## src/rtl/core/hrlp_pkg.sv

```systemverilog
// Shared types and constants for the HTTP request-line parser.
`timescale 1ns / 1ps

package hrlp_pkg;

  // Default width of the byte offset counter
  localparam int OFFSET_BITS_DEF = 16;
  // Width of the offset fields on the result channel
  localparam int OUT_OFS_W = 16;

  // Characters of interest
  localparam logic [7:0] CHAR_CR   = 8'h0D;
  localparam logic [7:0] CHAR_LF   = 8'h0A;
  localparam logic [7:0] CHAR_SP   = 8'h20;
  localparam logic [7:0] ASCII_MAX = 8'd127;

  // Method words, first character in the most significant byte
  localparam logic [23:0] WORD_GET    = "GET";
  localparam logic [31:0] WORD_POST   = "POST";
  localparam logic [23:0] WORD_PUT    = "PUT";
  localparam logic [47:0] WORD_DELETE = "DELETE";

  typedef enum logic [1:0] {
    ST_OK         = 2'd0,
    ST_INCOMPLETE = 2'd1,
    ST_BAD        = 2'd2,
    ST_TOO_LONG   = 2'd3
  } status_t;

  typedef enum logic [1:0] {
    METH_GET    = 2'd0,
    METH_POST   = 2'd1,
    METH_PUT    = 2'd2,
    METH_DELETE = 2'd3
  } method_t;

  // One byte beat handed from the input register to the parser
  typedef struct packed {
    logic       valid;
    logic [7:0] data;
    logic       last;
  } beat_t;

  // One parse result
  typedef struct packed {
    status_t              status;
    method_t              method_code;
    logic [OUT_OFS_W-1:0] url_start;
    logic [OUT_OFS_W-1:0] url_length;
    logic [OUT_OFS_W-1:0] body_offset;
  } result_t;

endpackage

```

## src/rtl/core/http_request_line_parser_core.sv

```systemverilog
// Top level of the HTTP request-line parser: input stage, parser, result register.
`timescale 1ns / 1ps

// Usage:
// The input channel (in_valid/in_ready) carries one buffer byte per beat, with
// in_last set on the final byte of a request buffer. The result channel
// (out_valid/out_ready) gives at most one beat per buffer: the verdict when
// CR LF CR LF completes, or incomplete/too long at the last byte. Bytes after
// a result are consumed silently; parser state clears after every last byte.
// Throughput: one byte per cycle while the result slot is free, set by the
// combinational parse step between the input register and the result register.
// Bytes pass the input register, then the parse step into the result register.
// When the receiver stalls with a result held, the input register still takes
// one more byte and then in_ready drops until out_ready frees the result slot.
// Reset (rst_n low, synchronous) empties both registers and clears the parser.

module http_request_line_parser_core
  import hrlp_pkg::*;
#(
  parameter int OFFSET_BITS = OFFSET_BITS_DEF
) (
  input  logic                 clk,
  input  logic                 rst_n,
  input  logic                 in_valid,
  output logic                 in_ready,
  input  logic [7:0]           in_data_byte,
  input  logic                 in_last,
  output logic                 out_valid,
  input  logic                 out_ready,
  output logic [1:0]           out_status,
  output logic [1:0]           out_method_code,
  output logic [OUT_OFS_W-1:0] out_url_start,
  output logic [OUT_OFS_W-1:0] out_url_length,
  output logic [OUT_OFS_W-1:0] out_body_offset
);

  beat_t   beat;
  logic    out_free;
  logic    res_valid;
  result_t res;
  logic    out_valid_r, out_valid_nxt;
  result_t out_res_r;

  // The result slot is free when empty or being drained
  assign out_free = !out_valid_r || out_ready;

  hrlp_in_reg u_in_reg (
    .clk          (clk),
    .rst_n        (rst_n),
    .in_valid     (in_valid),
    .in_ready     (in_ready),
    .in_data_byte (in_data_byte),
    .in_last      (in_last),
    .take         (out_free),
    .beat         (beat)
  );

  hrlp_parse #(
    .OFFSET_BITS (OFFSET_BITS)
  ) u_parse (
    .clk       (clk),
    .rst_n     (rst_n),
    .beat      (beat),
    .res_valid (res_valid),
    .res       (res)
  );

  // Result register
  always_comb begin
    out_valid_nxt = out_valid_r;
    if (res_valid) begin
      out_valid_nxt = 1'b1;
    end else if (out_ready) begin
      out_valid_nxt = 1'b0;
    end
  end

  always_ff @(posedge clk) begin
    if (!rst_n) begin
      out_valid_r <= 1'b0;
    end else begin
      out_valid_r <= out_valid_nxt;
    end
  end

  always_ff @(posedge clk) begin
    if (res_valid) begin
      out_res_r <= res;
    end
  end

  assign out_valid       = out_valid_r;
  assign out_status      = out_res_r.status;
  assign out_method_code = out_res_r.method_code;
  assign out_url_start   = out_res_r.url_start;
  assign out_url_length  = out_res_r.url_length;
  assign out_body_offset = out_res_r.body_offset;

endmodule

```

## src/rtl/core/hrlp_in_reg.sv

```systemverilog
// Input register stage: holds one byte beat until the parser takes it.
`timescale 1ns / 1ps

module hrlp_in_reg
  import hrlp_pkg::*;
(
  input  logic       clk,
  input  logic       rst_n,
  input  logic       in_valid,
  output logic       in_ready,
  input  logic [7:0] in_data_byte,
  input  logic       in_last,
  input  logic       take,
  output beat_t      beat
);

  logic       valid_r, valid_nxt;
  logic [7:0] data_r;
  logic       last_r;
  logic       accept;

  // Free when empty or when the held beat leaves this cycle
  assign in_ready = !valid_r || take;
  assign accept   = in_valid && in_ready;

  always_comb begin
    valid_nxt = valid_r;
    if (accept) begin
      valid_nxt = 1'b1;
    end else if (take) begin
      valid_nxt = 1'b0;
    end
  end

  always_ff @(posedge clk) begin
    if (!rst_n) begin
      valid_r <= 1'b0;
    end else begin
      valid_r <= valid_nxt;
    end
  end

  // Payload needs no reset
  always_ff @(posedge clk) begin
    if (accept) begin
      data_r <= in_data_byte;
      last_r <= in_last;
    end
  end

  assign beat.valid = valid_r && take;
  assign beat.data  = data_r;
  assign beat.last  = last_r;

endmodule

```

## src/rtl/core/hrlp_parse.sv

```systemverilog
// Parser state and decision logic: offset, terminator match, spaces, method.
`timescale 1ns / 1ps

module hrlp_parse
  import hrlp_pkg::*;
#(
  parameter int OFFSET_BITS = OFFSET_BITS_DEF
) (
  input  logic    clk,
  input  logic    rst_n,
  input  beat_t   beat,
  output logic    res_valid,
  output result_t res
);

  localparam logic [OFFSET_BITS-1:0] POS_MAX = {OFFSET_BITS{1'b1}};
  localparam logic [OFFSET_BITS-1:0] ONE     = OFFSET_BITS'(1);
  localparam int                     NKEEP   = 7;
  // Terminator match progress: bytes of CR LF CR LF seen so far
  localparam logic [1:0] TM_NONE  = 2'd0;
  localparam logic [1:0] TM_CR    = 2'd1;
  localparam logic [1:0] TM_CRLF  = 2'd2;
  localparam logic [1:0] TM_CRLFC = 2'd3;

  logic [OFFSET_BITS-1:0] pos_r, pos_nxt;
  logic [1:0]             term_r, term_nxt;
  logic                   non_ascii_r, non_ascii_nxt;
  logic [7:0]             mchar_r [NKEEP];
  logic [OFFSET_BITS-1:0] fs_off_r, fs_off_nxt;
  logic                   fs_found_r, fs_found_nxt;
  logic [OFFSET_BITS-1:0] ss_off_r, ss_off_nxt;
  logic                   ss_found_r, ss_found_nxt;
  logic                   line_end_r, line_end_nxt;
  logic                   given_r, given_nxt;

  logic                   active;
  logic                   is_cr, is_lf, is_sp;
  logic                   sat, done;
  logic                   keep_wr;
  logic                   hit_get, hit_post, hit_put, hit_delete, hit_any;
  method_t                meth;
  status_t                status;
  logic [OFFSET_BITS:0]   us_w;
  logic [OFFSET_BITS:0]   bo_w;
  logic [OFFSET_BITS-1:0] ul_w;

  assign active  = beat.valid && !given_r;
  assign is_cr   = beat.data == CHAR_CR;
  assign is_lf   = beat.data == CHAR_LF;
  assign is_sp   = beat.data == CHAR_SP;
  assign sat     = pos_r == POS_MAX;
  assign done    = is_lf && (term_r == TM_CRLFC);
  assign keep_wr = active && (pos_r < OFFSET_BITS'(NKEEP));

  // Next state for one accepted beat
  always_comb begin
    pos_nxt       = pos_r;
    term_nxt      = term_r;
    non_ascii_nxt = non_ascii_r;
    fs_off_nxt    = fs_off_r;
    fs_found_nxt  = fs_found_r;
    ss_off_nxt    = ss_off_r;
    ss_found_nxt  = ss_found_r;
    line_end_nxt  = line_end_r;
    given_nxt     = given_r;
    if (active) begin
      if (beat.data > ASCII_MAX) begin
        non_ascii_nxt = 1'b1;
      end
      // Spaces count only inside the request line
      if (!line_end_r) begin
        if (is_lf && (term_r == TM_CR)) begin
          line_end_nxt = 1'b1;
        end else if (is_sp) begin
          if (!fs_found_r) begin
            fs_found_nxt = 1'b1;
            fs_off_nxt   = pos_r;
          end else if (!ss_found_r) begin
            ss_found_nxt = 1'b1;
            ss_off_nxt   = pos_r;
          end
        end
      end
      // Terminator match; a stray CR restarts at one byte
      if (is_cr) begin
        term_nxt = (term_r == TM_CRLF) ? TM_CRLFC : TM_CR;
      end else if (is_lf && (term_r == TM_CR)) begin
        term_nxt = TM_CRLF;
      end else begin
        term_nxt = TM_NONE;
      end
      if (done || beat.last) begin
        given_nxt = 1'b1;
      end
      if (!sat) begin
        pos_nxt = pos_r + ONE;
      end
    end
  end

  // Control state; the buffer end clears everything
  always_ff @(posedge clk) begin
    if (!rst_n || (beat.valid && beat.last)) begin
      pos_r       <= '0;
      term_r      <= TM_NONE;
      non_ascii_r <= 1'b0;
      fs_off_r    <= '0;
      fs_found_r  <= 1'b0;
      ss_off_r    <= '0;
      ss_found_r  <= 1'b0;
      line_end_r  <= 1'b0;
      given_r     <= 1'b0;
    end else begin
      pos_r       <= pos_nxt;
      term_r      <= term_nxt;
      non_ascii_r <= non_ascii_nxt;
      fs_off_r    <= fs_off_nxt;
      fs_found_r  <= fs_found_nxt;
      ss_off_r    <= ss_off_nxt;
      ss_found_r  <= ss_found_nxt;
      line_end_r  <= line_end_nxt;
      given_r     <= given_nxt;
    end
  end

  // First seven bytes of the buffer, one register each
  always_ff @(posedge clk) begin
    if (!rst_n || (beat.valid && beat.last)) begin
      for (int i = 0; i < NKEEP; i++) begin
        mchar_r[i] <= '0;
      end
    end else if (keep_wr) begin
      mchar_r[pos_r[2:0]] <= beat.data;
    end
  end

  // Method word match against the bytes ahead of the first space
  assign hit_get = (fs_off_r == OFFSET_BITS'(3)) &&
                   ({mchar_r[0], mchar_r[1], mchar_r[2]} == WORD_GET);
  assign hit_post = (fs_off_r == OFFSET_BITS'(4)) &&
                    ({mchar_r[0], mchar_r[1], mchar_r[2], mchar_r[3]} == WORD_POST);
  assign hit_put = (fs_off_r == OFFSET_BITS'(3)) &&
                   ({mchar_r[0], mchar_r[1], mchar_r[2]} == WORD_PUT);
  assign hit_delete = (fs_off_r == OFFSET_BITS'(6)) &&
                      ({mchar_r[0], mchar_r[1], mchar_r[2],
                        mchar_r[3], mchar_r[4], mchar_r[5]} == WORD_DELETE);
  assign hit_any = hit_get || hit_post || hit_put || hit_delete;

  always_comb begin
    if (hit_get) begin
      meth = METH_GET;
    end else if (hit_post) begin
      meth = METH_POST;
    end else if (hit_put) begin
      meth = METH_PUT;
    end else begin
      meth = METH_DELETE;
    end
  end

  // Verdict, in order of precedence
  always_comb begin
    if (sat) begin
      status = ST_TOO_LONG;
    end else if (!done) begin
      status = ST_INCOMPLETE;
    end else if (non_ascii_r || !fs_found_r || !hit_any) begin
      status = ST_BAD;
    end else if (!ss_found_r) begin
      status = ST_INCOMPLETE;
    end else begin
      status = ST_OK;
    end
  end

  // Offsets; the body starts right after the final LF
  assign us_w = {1'b0, fs_off_r} + {1'b0, ONE};
  assign bo_w = {1'b0, pos_r} + {1'b0, ONE};
  assign ul_w = ss_off_r - fs_off_r - ONE;

  assign res_valid = active && (done || beat.last);

  always_comb begin
    res.status      = status;
    res.method_code = METH_GET;
    res.url_start   = '0;
    res.url_length  = '0;
    res.body_offset = '0;
    if (status == ST_OK) begin
      res.method_code = meth;
      res.url_start   = OUT_OFS_W'(us_w);
      res.url_length  = OUT_OFS_W'(ul_w);
      res.body_offset = OUT_OFS_W'(bo_w);
    end
  end

`ifndef SYNTH
  // The end of the buffer leaves the parser cleared
  a_last_clears: assert property (@(posedge clk) disable iff (!rst_n)
    beat.valid && beat.last |=> (pos_r == '0) && !given_r && (term_r == TM_NONE))
    else $error("parser state not cleared after last byte");

  // Once a result is out, nothing more until the buffer ends
  a_given_holds: assert property (@(posedge clk) disable iff (!rst_n)
    beat.valid && given_r && !beat.last |=> given_r)
    else $error("result flag dropped before end of buffer");

  // An ok verdict only comes on the LF that closes the blank line
  a_ok_on_term: assert property (@(posedge clk) disable iff (!rst_n)
    res_valid && (res.status == ST_OK) |-> is_lf && (term_r == TM_CRLFC) && ss_found_r)
    else $error("ok result without terminator");

  // Non-ok results carry zero fields
  a_fail_zero: assert property (@(posedge clk) disable iff (!rst_n)
    res_valid && (res.status != ST_OK) |->
      (res.url_start == '0) && (res.url_length == '0) && (res.body_offset == '0))
    else $error("failed result carries offsets");
`endif

endmodule
```

## config.mk

```make
export PLATFORM = sky130hd
export DESIGN_NAME = http_request_line_parser_core
export DESIGN_NICKNAME = d
export VERILOG_FILES = /design/src/rtl/core/hrlp_pkg.sv /design/src/rtl/core/http_request_line_parser_core.sv /design/src/rtl/core/hrlp_in_reg.sv /design/src/rtl/core/hrlp_parse.sv
export SDC_FILE = /design/constraint.sdc
export NUM_CORES = 1
export LEC_CHECK = 0
export BUFFER_PORTS_ARGS = -buffer_cell sky130_fd_sc_hd__buf_2
export CORE_ASPECT_RATIO = 0.75
export CORE_MARGIN = 5
export CORE_UTILIZATION = 35
export CTS_BUF_LIST = sky130_fd_sc_hd__clkbuf_8 sky130_fd_sc_hd__clkbuf_16
export CTS_CLUSTER_SIZE = 10
export DETAILED_ROUTE_END_ITERATION = 8
export PLACE_DENSITY_LB_ADDON = 0.25
export RECOVER_POWER = 50
export SLEW_MARGIN = 20
export SYNTH_ARGS = -nofsm -noshare
export SYNTH_HDL_FRONTEND = slang
export SYNTH_SLANG_ARGS = --single-unit
```

## constraint.sdc

```tcl
create_clock -name clk -period 8 [get_ports clk]
set_input_delay 0.4 -clock clk [delete_from_list [all_inputs] [get_ports clk]]
set_output_delay 0.4 -clock clk [all_outputs]
set_load 0.01 [all_outputs]
```

==> impl_metrics.json <==
{
  "dr.first_iter.drc_count": 305,
  "antenna_cells": 0,
  "vias": 5121,
  "ir_drop_v": 0.000132,
  "synth.top_cell.area_share_pct": 43.3,
  "hold_buffers": 0,
  "final.setup.tns_ns": 0,
  "synthMuxAreaShare_pct": 0.132,
  "synth_most_common_cell": "edfxtp_1",
  "cts_tree": "yes",
  "yosysSeqAreaShare_pct": 58.4,
  "grt_overflow": 0,
  "drive_gt1_share_pct": 6.90,
  "antenna_found_initial": 0,
  "grt_pass1_vias": 4857,
  "slew_headroom_pct": -72.2,
  "synth_top_family_by_area": "simple AND/OR/NAND/NOR gates",
  "start_util_pct": 35.7,
  "synth_edf_count": 109,
  "fin_nets": 803,
  "synth-async-reset-ratio_pct": 0,
  "grt_max_degree": 57,
  "crit_path_end_kind": "register",
  "die_y_um": 137,
  "die_w_um": 180,
  "pwr-share-comb_pct": 3.0,
  "critPathLaunchType": "register",
  "num_rows": 46,
  "wl_per_cell_um": 15.8,
  "period_share_pct": 52.6,
  "fill_cells": 2141,
  "syn_area_per_cell_um2": 10.8,
  "power_frac_seq_pct": 53.9,
  "fmax_ghz": 0.238,
  "post-route-min-period_ns": 4.21,
  "clockBufferDepth": 2,
  "gp_congestion": 0.805,
  "cts_setup_buffers": 0,
  "status": "complete, but fails checks",
  "tightestPinTransition_ns": 2.58,
  "internal_power_mw": 1.37,
  "hpwl_mm": 11.8,
  "rsz0062_at_grt": "false",
  "powerDensity_nw_per_um2": 205,
  "p_sw_share_pct": 22.2,
  "synthCells": 698,
  "synth_warnings": 0,
  "clk_pin_slew_worst_paths_ns": 0.07,
  "synth_cell_types": 63,
  "worstSetupPathType": "register to register",
  "setup.worst_path.end": "u_parse.mchar_r[4][0]",
  "grt_pass1_wl_mm": 27.2,
  "synth.largest_area_cell": "edfxtp_1",
  "crit_path_start": "out_valid",
  "clk_latency_ns": 0.43,
  "synth_xor_area_share_pct": 4.87,
  "drv_slew": 57,
  "synthSimpleGateAreaFrac_pct": 22.3,
  "synth_ff_type": "edfxtp_1",
  "core-area_um2": 21200,
  "critPathMaxFanout": 56,
  "finalPower_mw": 1.77,
  "io_pins": 67,
  "h-tree-depth": 4,
  "area_growth_pct": 13.9,
  "max_cap_violations": 1,
  "ff2ff_setup_slack_ns": 3.79,
  "postPlaceCellArea_um2": 8220,
  "violations": "max-capacitance violations, max-slew violations",
  "multi_input_area_um2": 2870,
  "ys_seq_elements": 166,
  "syn_area_um2": 7560,
  "viasPerCell": 4.78,
  "rr_endpoint": "u_parse.mchar_r[4][0]",
  "leakagePower_nw": 3.04,
  "drcViolationCount": 0,
  "wirelength_mm": 17.0,
  "cp_data_arrival_time_ns": 4.39,
  "hold_slack_ns": 0.139,
  "synthAdderAreaFrac_pct": 3.41,
  "r2r-start": "out_valid",
  "placed_cells": 1039,
  "cts_sinks": 166,
  "finalHoldViolCount": 0,
  "grt_util_all_layers_pct": 14.1,
  "synth_commonest_cells": "109 x edfxtp_1, 96 x nand2_1, 76 x nor2_1, 57 x dfxtp_1, 50 x a21oi_1",
  "p_clk_share_pct": 43.1,
  "hp-class": "primary input to register",
  "ant_nets": 0,
  "register_area_um2": 4410,
  "fin_cells": 1071,
  "setup_violations": 0,
  "cts_buffers": 17,
  "firstDrtPassIters": 5,
  "synth.top_cells.by_area": "edfxtp_1 43%, dfxtp_1 15%, nand2_1 4.8%",
  "final_area_um2": 8610,
  "netSwitchingPower_mw": 0.392,
  "synth_compound_area_share_pct": 7.46,
  "cp.required_ns": 8.18,
  "die_area_um2": 24700,
  "rr_worst_depth": 7,
  "cts_resized": 0,
  "io_buffers": 66,
  "fin_skew_ns": 0.0177,
  "cts_root_buffer": "clkbuf_16"
}
-- worst min-delay path by stage --
| stage | start | to | slack [ns] | cells after the start |
|---|---|---|---|---|
| 2_1_floorplan | u_parse.non_ascii_r | u_parse.non_ascii_r | 0.43 | 2 |
| 3_3_place_gp | u_parse.ss_off_r[13] | u_parse.ss_off_r[13] | 0.45 | 2 |
| 3_5_place_dp | u_parse.ss_off_r[13] | u_parse.ss_off_r[13] | 0.45 | 2 |
| 4_1_cts | in_data_byte[2] | u_in_reg.data_r[2] | 0.12 | 1 |
| 5_1_grt | in_data_byte[2] | u_in_reg.data_r[2] | 0.12 | 1 |
| 6_report | in_data_byte[2] | u_in_reg.data_r[2] | 0.14 | 1 |
-- cell usage in the layout, fill, tap and decap left out, types with 14 or more instances in the layout --
| cell | n |
|---|---|
| edfxtp_1 | 109 |
| nor4_1 | 15 |
| clkbuf_16 | 17 |
| xor2_1 | 17 |
| and2_0 | 27 |
| and3_1 | 14 |
| and2_1 | 16 |
| inv_1 | 28 |
| nand2_1 | 95 |
| a21oi_1 | 49 |
| dfxtp_1 | 57 |
| clkbuf_1 | 57 |
| ha_1 | 19 |
| nor2_1 | 77 |
| xnor2_1 | 25 |
-- state kept, by name, indices dropped and copies added (netlist names), 2 cells and up --
| register | flops |
|---|---|
| u_in_reg.data_r | 8 |
| u_parse.mchar_r | 48 |
| out_method_code | 2 |
| u_parse.term_r | 2 |
| u_parse.fs_off_r | 16 |
| out_url_start | 16 |
| out_body_offset | 16 |
| u_parse.pos_r | 16 |
| u_parse.ss_off_r | 16 |
| out_status | 2 |
| out_url_length | 16 |
-- area by class of cell --
class | instances | area share, %
clock inverter | 15 | 1.34
tap | 288 | 4.19
clock buffer | 17 | 4.94
sequential | 166 | 51.3
inverter | 25 | 1.09
multi-input combinational | 484 | 33.4
timing repair buffer | 76 | 3.79
-- routing by layer --
layer | GRT usage [%] | routed length [um]
met1 | 21.9 | 9230
met2 | 19.0 | 6690
met3 | 3.35 | 795
met4 | 4.91 | 237
met5 | 0 | 0
-- per-stage QoR --
step           setup WS (ns)  utilization, %
2_1_floorplan           3.93               -
3_5_place_dp            5.08            38.8
3_3_place_gp            5.12            38.8
4_1_cts                 5.05            41.4
5_1_grt                 3.46            40.6
6_report                3.79            40.6
-- cells by family (layout without fill, tap and decap cells) --
| group | count (synthesis) | after routing |
|---|---|---|
| and+or+nand+nor | 314 | 314 |
| DFF | 166 | 166 |
| AOI/OAI and AO/OA | 95 | 95 |
| buffers and inverters | 59 | 133 |
| xor gates and xnor gates | 42 | 42 |
| adders and majority gates | 20 | 20 |
| other | 1 | 12 |
| muxes | 1 | 1 |
-- power groups by stage --
stage | combinational [mW] | clock, mW | sequential (mW)
finish | 0.0536 | 0.762 | 0.951
global route | 0.0600 | 0.819 | 0.954
CTS | 0.0587 | 0.782 | 0.951
detailed placement | 0.0585 | 0 | 0.970
global placement | 0.0582 | 0 | 0.969
floorplan | 0.0378 | 0 | 0.964
-- critical path, cell delays in order (launching register included) --
cell and delay (ns):
dfxtp_1 0.32, nand2b_1 0.12, nand3_1 0.10, nand2_2 0.07, clkbuf_1 1.81, nor2_1 0.85, and3_4 0.49, and2_1 0.16
(Power assumes the default switching activity.)
